===== config.mk =====
export PLATFORM = sky130hd
export DESIGN_NAME = smoothed_threshold_detector
export DESIGN_NICKNAME = d
export VERILOG_FILES = /design/src/rtl/smthd_pkg.sv /design/src/rtl/smthd_filter.sv /design/src/rtl/smthd_detect.sv /design/src/rtl/smoothed_threshold_detector.sv
export SDC_FILE = /design/constraint.sdc
export NUM_CORES = 1
export LEC_CHECK = 0
export BUFFER_PORTS_ARGS = -buffer_cell sky130_fd_sc_hd__buf_2
export CAP_MARGIN = 20
export CORE_AREA = 2 2 156 158
export DETAILED_ROUTE_END_ITERATION = 10
export DIE_AREA = 0 0 158 160
export PLACE_DENSITY = 0.81
export SLEW_MARGIN = 20
export SYNTH_ARGS = -nofsm -noshare
export SYNTH_HDL_FRONTEND = slang
export SYNTH_SLANG_ARGS = --single-unit

===== constraint.sdc =====
create_clock -name clk -period 4.81 [get_ports clk]
set_clock_uncertainty 0.15 [all_clocks]
set_input_delay 1.2025 -clock clk [delete_from_list [all_inputs] [get_ports clk]]
set_output_delay 1.2025 -clock clk [all_outputs]
set_load 0.02 [all_outputs]

===== src/rtl/smthd_pkg.sv =====
// Shared widths, reset values, register indexes and the value request type.
`timescale 1ns / 1ps

package smthd_pkg;

	localparam int SAMPLE_BITS    = 16;
	localparam int SMOOTH_BITS    = SAMPLE_BITS + 2;
	localparam int INDEX_BITS     = 20;
	localparam int CFG_INDEX_BITS = 2;
	localparam int OUT_DATA_BITS  = 80;

	localparam logic signed [SMOOTH_BITS-1:0] HIGH_RESET = SMOOTH_BITS'(10045);
	localparam logic signed [SMOOTH_BITS-1:0] LOW_RESET  = SMOOTH_BITS'(5120);
	localparam logic [INDEX_BITS-1:0]         INDEX_MAX  = '1;

	localparam logic [CFG_INDEX_BITS-1:0] REG_HIGH_THRESHOLD = CFG_INDEX_BITS'(0);
	localparam logic [CFG_INDEX_BITS-1:0] REG_LOW_THRESHOLD  = CFG_INDEX_BITS'(1);

	typedef logic signed [SAMPLE_BITS-1:0] sample_t;
	typedef logic signed [SMOOTH_BITS-1:0] smooth_t;
	typedef logic [INDEX_BITS-1:0]         index_t;

	// One smoothed value on its way from the filter to the detector.
	typedef struct packed {
		smooth_t value;
		logic    last;
	} smthd_val_t;

endpackage


===== src/rtl/smthd_filter.sv =====
// 1-2-1 smoothing filter with edge weights and a two-entry result buffer.
`timescale 1ns / 1ps

module smthd_filter (
	input  logic                  clk,
	input  logic                  arst_n,
	input  logic                  in_valid,
	output logic                  in_ready,
	input  smthd_pkg::sample_t    in_sample,
	input  logic                  in_last,
	output logic                  val_valid,
	input  logic                  val_ready,
	output smthd_pkg::smthd_val_t val
);
	import smthd_pkg::*;

	sample_t prior_q;
	sample_t held_q;
	logic    held_valid_q;
	logic    held_is_first_q;

	logic    pend0_s1;
	logic    pend1_s1;
	smooth_t val0_s1;
	logic    end0_s1;
	smooth_t val1_s1;

	smooth_t cur_ext;
	smooth_t held_ext;
	smooth_t prior_ext;
	smooth_t mid_sum;
	smooth_t end_sum;
	smooth_t lone_sum;
	logic    accept;
	logic    take;

	assign cur_ext   = SMOOTH_BITS'(in_sample);
	assign held_ext  = SMOOTH_BITS'(held_q);
	assign prior_ext = SMOOTH_BITS'(prior_q);

	// Sums of quarter weights stay within the Q8.10 range.
	assign mid_sum  = held_is_first_q ? (held_ext <<< 1) + held_ext + cur_ext
	                                  : prior_ext + (held_ext <<< 1) + cur_ext;
	assign end_sum  = held_ext + (cur_ext <<< 1) + cur_ext;
	assign lone_sum = cur_ext <<< 2;

	assign val_valid = pend0_s1 | pend1_s1;
	assign take      = val_valid & val_ready;
	assign in_ready  = !val_valid || (val_ready && (pend0_s1 ^ pend1_s1));
	assign accept    = in_valid & in_ready;

	always_comb begin
		if (pend0_s1) begin
			val.value = val0_s1;
			val.last  = end0_s1;
		end else begin
			val.value = val1_s1;
			val.last  = 1'b1;
		end
	end

	always_ff @(posedge clk or negedge arst_n) begin
		if (!arst_n) begin
			prior_q         <= '0;
			held_q          <= '0;
			held_valid_q    <= 1'b0;
			held_is_first_q <= 1'b1;
			pend0_s1        <= 1'b0;
			pend1_s1        <= 1'b0;
		end else begin
			if (take) begin
				if (pend0_s1) begin
					pend0_s1 <= 1'b0;
				end else begin
					pend1_s1 <= 1'b0;
				end
			end
			if (accept) begin
				if (!in_last) begin
					if (held_valid_q) begin
						pend0_s1        <= 1'b1;
						held_is_first_q <= 1'b0;
					end
					prior_q      <= held_q;
					held_q       <= in_sample;
					held_valid_q <= 1'b1;
				end else begin
					pend0_s1        <= 1'b1;
					pend1_s1        <= held_valid_q;
					prior_q         <= '0;
					held_q          <= '0;
					held_valid_q    <= 1'b0;
					held_is_first_q <= 1'b1;
				end
			end
		end
	end

	always_ff @(posedge clk) begin
		if (accept) begin
			val0_s1 <= (in_last && !held_valid_q) ? lone_sum : mid_sum;
			end0_s1 <= in_last && !held_valid_q;
			val1_s1 <= end_sum;
		end
	end

	a_hold_after_middle : assert property (@(posedge clk) disable iff (!arst_n)
		(accept && !in_last) |=> held_valid_q)
		else $error("held sample not kept after a middle request");

	a_clear_after_last : assert property (@(posedge clk) disable iff (!arst_n)
		(accept && in_last) |=> (!held_valid_q && held_is_first_q))
		else $error("filter state not cleared after the final request");

	a_no_accept_when_full : assert property (@(posedge clk) disable iff (!arst_n)
		(pend0_s1 && pend1_s1) |-> !in_ready)
		else $error("request accepted while two results are pending");

endmodule


===== src/rtl/smthd_detect.sv =====
// Hysteresis detector, running peak and index counter with the output register.
`timescale 1ns / 1ps

module smthd_detect (
	input  logic                  clk,
	input  logic                  arst_n,
	input  smthd_pkg::smooth_t    high_threshold,
	input  smthd_pkg::smooth_t    low_threshold,
	input  logic                  val_valid,
	output logic                  val_ready,
	input  smthd_pkg::smthd_val_t val,
	output logic                  out_valid,
	input  logic                  out_ready,
	output smthd_pkg::smooth_t    smoothed,
	output smthd_pkg::index_t     sample_index,
	output logic                  exceed_event,
	output smthd_pkg::smooth_t    peak_value,
	output smthd_pkg::index_t     peak_index,
	output logic                  end_of_run
);
	import smthd_pkg::*;

	index_t  emit_count_q;
	logic    armed_q;
	smooth_t peak_q;
	index_t  peak_pos_q;
	logic    out_valid_q;

	logic    take;
	logic    hit;
	logic    event_now;
	logic    armed_next;
	logic    new_peak;
	smooth_t peak_next;
	index_t  pos_next;

	assign val_ready = !out_valid_q || out_ready;
	assign take      = val_valid & val_ready;
	assign out_valid = out_valid_q;

	assign hit       = val.value >= high_threshold;
	assign event_now = hit && armed_q;
	assign new_peak  = peak_q < val.value;
	assign peak_next = new_peak ? val.value : peak_q;
	assign pos_next  = new_peak ? emit_count_q : peak_pos_q;

	always_comb begin
		armed_next = armed_q;
		priority if (hit) begin
			if (armed_q) begin
				armed_next = 1'b0;
			end
		end else if (val.value <= low_threshold) begin
			armed_next = 1'b1;
		end else begin
			armed_next = armed_q;
		end
	end

	always_ff @(posedge clk or negedge arst_n) begin
		if (!arst_n) begin
			emit_count_q <= '0;
			armed_q      <= 1'b1;
			peak_q       <= '0;
			peak_pos_q   <= '0;
			out_valid_q  <= 1'b0;
		end else begin
			if (take) begin
				out_valid_q <= 1'b1;
			end else if (out_ready) begin
				out_valid_q <= 1'b0;
			end
			if (take) begin
				if (val.last) begin
					emit_count_q <= '0;
					armed_q      <= 1'b1;
					peak_q       <= '0;
					peak_pos_q   <= '0;
				end else begin
					if (emit_count_q != INDEX_MAX) begin
						emit_count_q <= emit_count_q + INDEX_BITS'(1);
					end
					armed_q    <= armed_next;
					peak_q     <= peak_next;
					peak_pos_q <= pos_next;
				end
			end
		end
	end

	always_ff @(posedge clk) begin
		if (take) begin
			smoothed     <= val.value;
			sample_index <= emit_count_q;
			exceed_event <= event_now;
			peak_value   <= peak_next;
			peak_index   <= pos_next;
			end_of_run   <= val.last;
		end
	end

	a_clear_after_end : assert property (@(posedge clk) disable iff (!arst_n)
		(take && val.last) |=> (emit_count_q == '0 && armed_q))
		else $error("detector state not cleared after the final value");

	a_peak_not_negative : assert property (@(posedge clk) disable iff (!arst_n)
		!peak_q[SMOOTH_BITS-1])
		else $error("running peak fell below zero");

	a_event_disarms : assert property (@(posedge clk) disable iff (!arst_n)
		(take && event_now && !val.last) |=> !armed_q)
		else $error("detector still armed after an event");

endmodule


===== src/rtl/smoothed_threshold_detector.sv =====
// Top level of the smoothed threshold detector: config registers and stream ports.
`timescale 1ns / 1ps

// Smoothed threshold detector.
// Input stream (s_*): one signed Q8.8 sample per request, s_tlast on the final
// sample of a run. Output stream (m_*): smoothed Q8.10 values with index,
// exceed event and running peak; m_tlast marks the result of the final sample.
// A run's first sample gives no result; each later sample gives the result of
// its predecessor, and the final sample gives two (predecessor and itself).
// A lone sample gives one result, the sample itself in Q8.10.
// A result reaches m_tvalid through the filter buffer, then the detector
// output register.
// Throughput: one request per cycle while the output is not stalled; a final
// sample that gives two results holds s_tready low until its first result is taken.
// When the receiver stalls, the output register holds and the filter buffer
// keeps its pending values, so s_tready drops; nothing is dropped.
// Reset clears all run state and loads the default thresholds (9.81 and 5.0).
// Write the thresholds through cfg_we/cfg_index/cfg_data only while idle;
// indexes beyond the two registers are ignored.
module smoothed_threshold_detector (
	input  logic                                   clk,
	input  logic                                   arst_n,
	input  logic                                   s_tvalid,
	output logic                                   s_tready,
	input  logic [15:0]                            s_tdata, // [15:0] sample
	input  logic                                   s_tlast, // last_sample
	output logic                                   m_tvalid,
	input  logic                                   m_tready,
	// [17:0] smoothed, [37:18] sample_index, [38] exceed_event,
	// [56:39] peak_value, [76:57] peak_index, [79:77] zero
	output logic [smthd_pkg::OUT_DATA_BITS-1:0]    m_tdata,
	output logic                                   m_tlast, // end_of_run
	input  logic                                   cfg_we,
	input  logic [smthd_pkg::CFG_INDEX_BITS-1:0]   cfg_index,
	input  logic [smthd_pkg::SMOOTH_BITS-1:0]      cfg_data
);
	import smthd_pkg::*;

	smooth_t    high_q;
	smooth_t    low_q;
	logic       val_valid;
	logic       val_ready;
	smthd_val_t val;
	smooth_t    smoothed;
	index_t     sample_index;
	logic       exceed_event;
	smooth_t    peak_value;
	index_t     peak_index;

	// Threshold registers; writes to unused indexes drop silently.
	always_ff @(posedge clk or negedge arst_n) begin
		if (!arst_n) begin
			high_q <= HIGH_RESET;
			low_q  <= LOW_RESET;
		end else if (cfg_we) begin
			unique case (cfg_index)
				REG_HIGH_THRESHOLD: high_q <= cfg_data;
				REG_LOW_THRESHOLD:  low_q  <= cfg_data;
				default:            ;
			endcase
		end
	end

	// Filter: hold the last two samples and buffer up to two smoothed values.
	smthd_filter u_filter (
		.clk       (clk),
		.arst_n    (arst_n),
		.in_valid  (s_tvalid),
		.in_ready  (s_tready),
		.in_sample (s_tdata),
		.in_last   (s_tlast),
		.val_valid (val_valid),
		.val_ready (val_ready),
		.val       (val)
	);

	// Detector: advance index, hysteresis and peak per value, register the result.
	smthd_detect u_detect (
		.clk            (clk),
		.arst_n         (arst_n),
		.high_threshold (high_q),
		.low_threshold  (low_q),
		.val_valid      (val_valid),
		.val_ready      (val_ready),
		.val            (val),
		.out_valid      (m_tvalid),
		.out_ready      (m_tready),
		.smoothed       (smoothed),
		.sample_index   (sample_index),
		.exceed_event   (exceed_event),
		.peak_value     (peak_value),
		.peak_index     (peak_index),
		.end_of_run     (m_tlast)
	);

	// Pack the result fields, lowest field first, zero fill to whole bytes.
	assign m_tdata = {3'b000, peak_index, peak_value, exceed_event, sample_index, smoothed};

endmodule

# Yosys cells after proc, flatten, opt, wreduce, memory -nomap -nowiden

Index checks and enable logic that the tools add are counted.

$add $sub $neg: 7
$lt $le $gt $ge: 3
Equality and inequality tests: 2
Mux-type cells: 27
Bitwise operators: 4
Reductions and logical operators: 18

Operators with widths:

| operator                                                              | count |
|---|---|
| 20-bit two-way mux                                                    | 4 |
| 18-bit two-way mux                                                    | 4 |
| 18-bit by 16-bit adder with 18-bit output                             | 3 |
| 16-bit by 17-bit adder with 18-bit output                             | 2 |
| 16-bit two-way mux                                                    | 2 |
| 20-bit by 1-bit adder with 20-bit output, second input constant       | 1 |
| 20-bit inequality test, second input constant                         | 1 |
| 19-bit two-way mux                                                    | 1 |
| 17-bit by 16-bit adder with 18-bit output                             | 1 |
| 18-bit greater-or-equal comparator                                    | 1 |
| 18-bit less-or-equal comparator                                       | 1 |
| 18-bit < comparator                                                   | 1 |
| 1-bit two-way mux                                                     | 16 |
| 2-bit AND reduction                                                   | 5 |
| 2-bit nonzero test                                                    | 3 |
| 1-bit logical AND                                                     | 3 |
| 1-bit zero test                                                       | 3 |
| 3-bit nonzero test                                                    | 1 |
| 1-bit bitwise AND                                                     | 2 |
| 2-bit by 1-bit equality test with 1-bit output, second input constant | 1 |
| 2-bit zero test                                                       | 1 |
| 1-bit logical OR                                                      | 2 |
| 1-bit OR                                                              | 1 |
| 1-bit bitwise XOR                                                     | 1 |

Register bits after elaboration: 247
Word-level logic and storage cells: 84

# Depth between registers and ports, before layout

Depth after elaboration: 7
Gate-level depth with buffers: 13

# Hierarchy

A second synthesis with hierarchy kept.

Cells, all modules: 1,423
Area, all modules: 15,608.7 sq um

Modules (own cells, without submodules):

| module                      | instances | cells an instance | area an instance (sq um) | seq. area each (sq um) |
|---|---|---|---|---|
| smthd_detect                | 1         | 685               | 7,681.1                  | 3,844.9 |
| smthd_filter                | 1         | 656               | 6,458.7                  | 2,013.2 |
| smoothed_threshold_detector | 1         | 82                | 1,468.9                  | 914.6 |

# Least setup slack after synthesis

No wires, ideal clock.

Kind: in2reg
Start point: input m_tready
End point: register u_detect.peak_pos_q[0]
Library setup time: 66 ps
Data arrival time: 3,938 ps
Required time: 4,594 ps
Setup slack: 655 ps
Stages on the path: 9
Path through: nand2b_1 nand2b_1 clkbuf_1 inv_2 nand2_1 or4b_1 o22ai_2 buf_2 a22o_1

Cells in the longest elaborated chain, start to end: 2

Ends and longest elaborated chain:

| what                    | line                              | source |
|---|---|---|
| start: declaration      | smoothed_threshold_detector.sv:28 | `input logic m_tready,` |
| 1-bit logical OR        | smthd_detect.sv:37                | `assign val_ready = !out_valid_q \|\| out_ready;` |
| 1-bit bitwise AND       | smthd_detect.sv:38                | `assign take = val_valid & val_ready;` |
| named net u_detect.take | smthd_detect.sv:29                | `logic take;` |
| end signal: assignment  | smthd_detect.sv:85                | `peak_pos_q <= pos_next;` |
| end: declaration        | smthd_detect.sv:26                | `index_t peak_pos_q;` |

The timed path passes the listed nets, and every way through them passes these cells.
A chain may end at the register's enable or synchronous reset.

# Final worst setup path

Start point: input s_tdata[1]
End point: register u_filter.val0_s1[11], data pin

Cells in the longest elaborated chain, start to end: 3
Elaborated cells between the ends (all ways): 4
Those cells by class: add/sub: 2; mux: 2

Ends and longest elaborated chain:

| what                                                                | line                                   | source |
|---|---|---|
| start: declaration                                                  | smoothed_threshold_detector.sv:25      | `input logic [15:0] s_tdata,` |
| 18-bit by 16-bit adder with 18-bit output, on equally long branches | smthd_filter.sv:43, smthd_filter.sv:42 |  |
| 18-bit two-way mux (*)                                              | smthd_filter.sv:42                     | `assign mid_sum = held_is_first_q ? (held_ext <<< 1) + held_ext + cur_ext` |
| 18-bit two-way mux (*)                                              | smthd_filter.sv:101                    | `val0_s1 <= (in_last && !held_valid_q) ? lone_sum : mid_sum;` |
| end signal: assignment                                              | smthd_filter.sv:101                    |  |
| end: declaration                                                    | smthd_filter.sv:24                     | `smooth_t val0_s1;` |

Mark *: on every way between the ends. The rest lies on a longest branch, timed or not.

==> flow_metrics.tcl <==
set metrics [dict create \
    core_sq_um 23800 \
    clock_sink_count 247 \
    tightest_slew_ps 1030 \
    dpl.hpwl_microns 21800 \
    ys.warnings.count 0 \
    detailroute.via_count 10000 \
    diodes 0 \
    die-area_sq_um 25300 \
    grt_first_pass_wirelength_microns 49400 \
    cp_data_required_time_ps 4960 \
    timing.final.setup_violations 0 \
    seqPwrFrac 0.291 \
    worst_setup_hold_path_clk_slew_ps 60 \
    timing.hold.worst.class "reg -> reg" \
    clock.fmax_ghz 0.245 \
    critical_setup_path_class "in -> reg" \
    post-layout-total-power_mw 13.2 \
    clk_path_buf_depth 3 \
    drtIter0Drc 751 \
    cts_tree "done" \
    cts.hold.buffers_added 0 \
    p_per_area_nw_per_um2 818 \
    detail_route.first_pass.iterations 5 \
    ys_ff_latch 247 \
    critPathCaptureType "register" \
    share_clk_of_total_power 0.152 \
    swShare 0.433 \
    timing.critical_path.from "s_tdata[1]" \
    root_buffer "clkbuf_16" \
    cts_made_buffers 27 \
    total_wirelength_of_the_detailed_routed_design_microns 30300 \
    mappedNetlistArea_sq_um 14300 \
    ys_dominant_reg_cell "dfrtp_1" \
    synthArstFlopShare 0.534 \
    outcome "completed" \
    number_of_flops_mapped_to_enable_cells_by_yosys 115 \
    path_cells "buf_2 -> fa_1 -> ha_1 -> fa_1 -> a211oi_1 -> o21ai_0 -> a31oi_1 -> o21bai_1 -> a21oi_1 -> mux2i_1 -> a221o_1" \
    total_of_fill_cells_in_the_finished_design 1806 \
    worst_setup_path_start_kind "input port" \
    syn_to_final_growth_pct 12.8 \
    p_leak_nw 7.42 \
    timing.rr.start "u_filter.pend0_s1" \
    layout.nets 1565 \
    netlist_instances 1236 \
    input_output_buffers 121 \
    critical_path.n_buffers_inverters 1 \
    timing.critical_path.slowest_cell_delay_ps 490 \
    worst_hold_startpoint "u_filter.prior_q[6]" \
    post_cts_sizing_count 0 \
    overall_global_routing_resource_usage 0.244 \
    vdd_ir_drop_max_uv 538 \
    core.rowCount 57 \
    worst_path_most_repeated_cell "fa_1" \
    grt_antenna_before_repair 0 \
    worstSkewPairLatency_ps 550 \
    maxCapViolations 0 \
    netlist_top_cells_area "edfxtp_1, dfrtp_1, ha_1" \
    timing.setup.tns_ps 0 \
    via_count_of_the_first_global_routing_pass 9825 \
    share_comb_of_total_power 0.558 \
    timing.max_slew.rel_slack 0.315 \
    timing.critical_path.fanout_max 6 \
    gr-total-overflow 0 \
    critical_path.top_delay_family "compound AO/OA/AOI/OAI gates" \
    period_minus_slack_ps 4080 \
    gp_routability_congestion 0.864 \
    grt_start_max_net_pins 99 \
    floorplan.initialDensity 0.599 \
    htree_levels 1 \
    p_int_mw 7.46 \
    die_height_microns 160 \
    worst_path_max_delay_cell "fa_1" \
    yosysUniqueCellTypes 74 \
    drive_gt1_frac 0.202 \
    synth_largest_type_area_fraction 0.242 \
    period_share 0.849 \
    synth.avg_cell_area_sq_um 11.6 \
    critPathArrivalTime_ps 4230 \
    finalHoldViolCount 0 \
    route.detailed.wl_per_inst_microns 17.7 \
    antenna_left 0 \
    pin_count 125 \
    chipWidth_microns 158 \
    drt_drc_violations_left 0 \
    maxSlewViolCount 0 \
    route.detailed.vias_per_inst 5.84 \
    cts_setup_buffers 0 \
    layout.cells.most_common_list "nand2_1, buf_2, dfrtp_1, edfxtp_1, ha_1" \
    p_sw_mw 5.71 \
    ys_seq_area_frac 0.474 \
    netlist.top_cell.by_area "edfxtp_1" \
    unrepaired_setup_endpoints_after_global_routing "no" \
]
[power by group through the flow]
stage	logic, mW	registers, mW	clock network, mW
floorplan	5.13	4.08	0
global route	8.13	3.93	2.11
finish	7.35	3.83	2.00
global placement	7.00	3.83	0
detailed placement	7.22	3.86	0
CTS	7.29	3.83	2.03
[metrics by stage]
step | hold slack (ps) | instance area [sq um] | utilization | setup slack (ps) | std cells
2_1_floorplan | 273 | 14300 | - | 655 | 1238
3_3_place_gp | 308 | 15200 | 0.640 | 308 | 1662
3_5_place_dp | 328 | 15200 | 0.640 | 214 | 1662
4_1_cts | 340 | 16100 | 0.676 | 790 | 1712
5_1_grt | 364 | 16100 | 0.676 | 581 | 1712
6_report | 338 | 16100 | 0.676 | 727 | 1712
[kinds of logic after synthesis]
kind of cell	synth area share
buf+inv	0.0346
simple gates	0.110
flops	0.474
compound gates	0.130
mux	0.0647
xor+xnor	0.0233
fa+ha+maj	0.162
other cells	0.000263
[layout make-up]
cell class,instances,area [sq um],share of cell area
multi-input cells,873,7020,0.436
flip-flops and latches,247,6770,0.421
clock buffers,34,733,0.0455
repair buffers,137,732,0.0455
well taps,324,405,0.0252
inverters,81,305,0.0190
clock inverters,16,131,0.00816
[cell usage after synthesis (all sizes together), types with 23 or more instances]
| master | n |
|---|---|
| a21o | 28 |
| a21oi | 60 |
| fa | 49 |
| nand3b | 35 |
| nand3 | 23 |
| o21ai | 66 |
| mux2 | 74 |
| inv | 80 |
| nand2 | 120 |
| edfxtp | 115 |
| ha | 107 |
| nor2 | 60 |
| a22o | 39 |
| dfrtp | 119 |
[per-layer routing]
metal  share of wire  GRT usage
met1            0.44      0.346
met5               0          0
met4           0.025     0.0651
met3           0.058     0.0336
met2            0.47      0.399
[registers in the layout, indices dropped and copies added (netlist names)]
signal / flops
u_detect.emit_count_q: 20
u_detect.peak_index: 20
u_detect.peak_pos_q: 20
u_detect.sample_index: 20
high_q: 18
low_q: 18
u_detect.peak_q: 18
u_detect.peak_value: 18
u_detect.smoothed: 18
u_filter.val0_s1: 18
u_filter.val1_s1: 18
u_filter.held_q: 16
u_filter.prior_q: 16
u_detect.armed_q: 1
u_detect.end_of_run: 1
u_detect.exceed_event: 1
u_detect.out_valid: 1
u_filter.end0_s1: 1
u_filter.held_is_first_q: 1
u_filter.held_valid_q: 1
u_filter.pend0_s1: 1
u_filter.pend1_s1: 1
[worst min-delay path, stage by stage, from the launching register on]
cell and delay (ps):
dfrtp_1 350, nand2_1 50, nand2_1 50
[final timing paths]
path	endpoint	slack, ps	cells after the start
max reg2reg	u_detect.peak_value[8]	1000	11
min reg2reg	u_filter.prior_q[6]	340	2
min in group asynchronous	low_q[3]	600	1
max	u_filter.val0_s1[11]	730	11
max in group asynchronous	high_q[10]	3070	2
min	u_filter.prior_q[6]	340	2
Power figures use the tool's default switching activity.
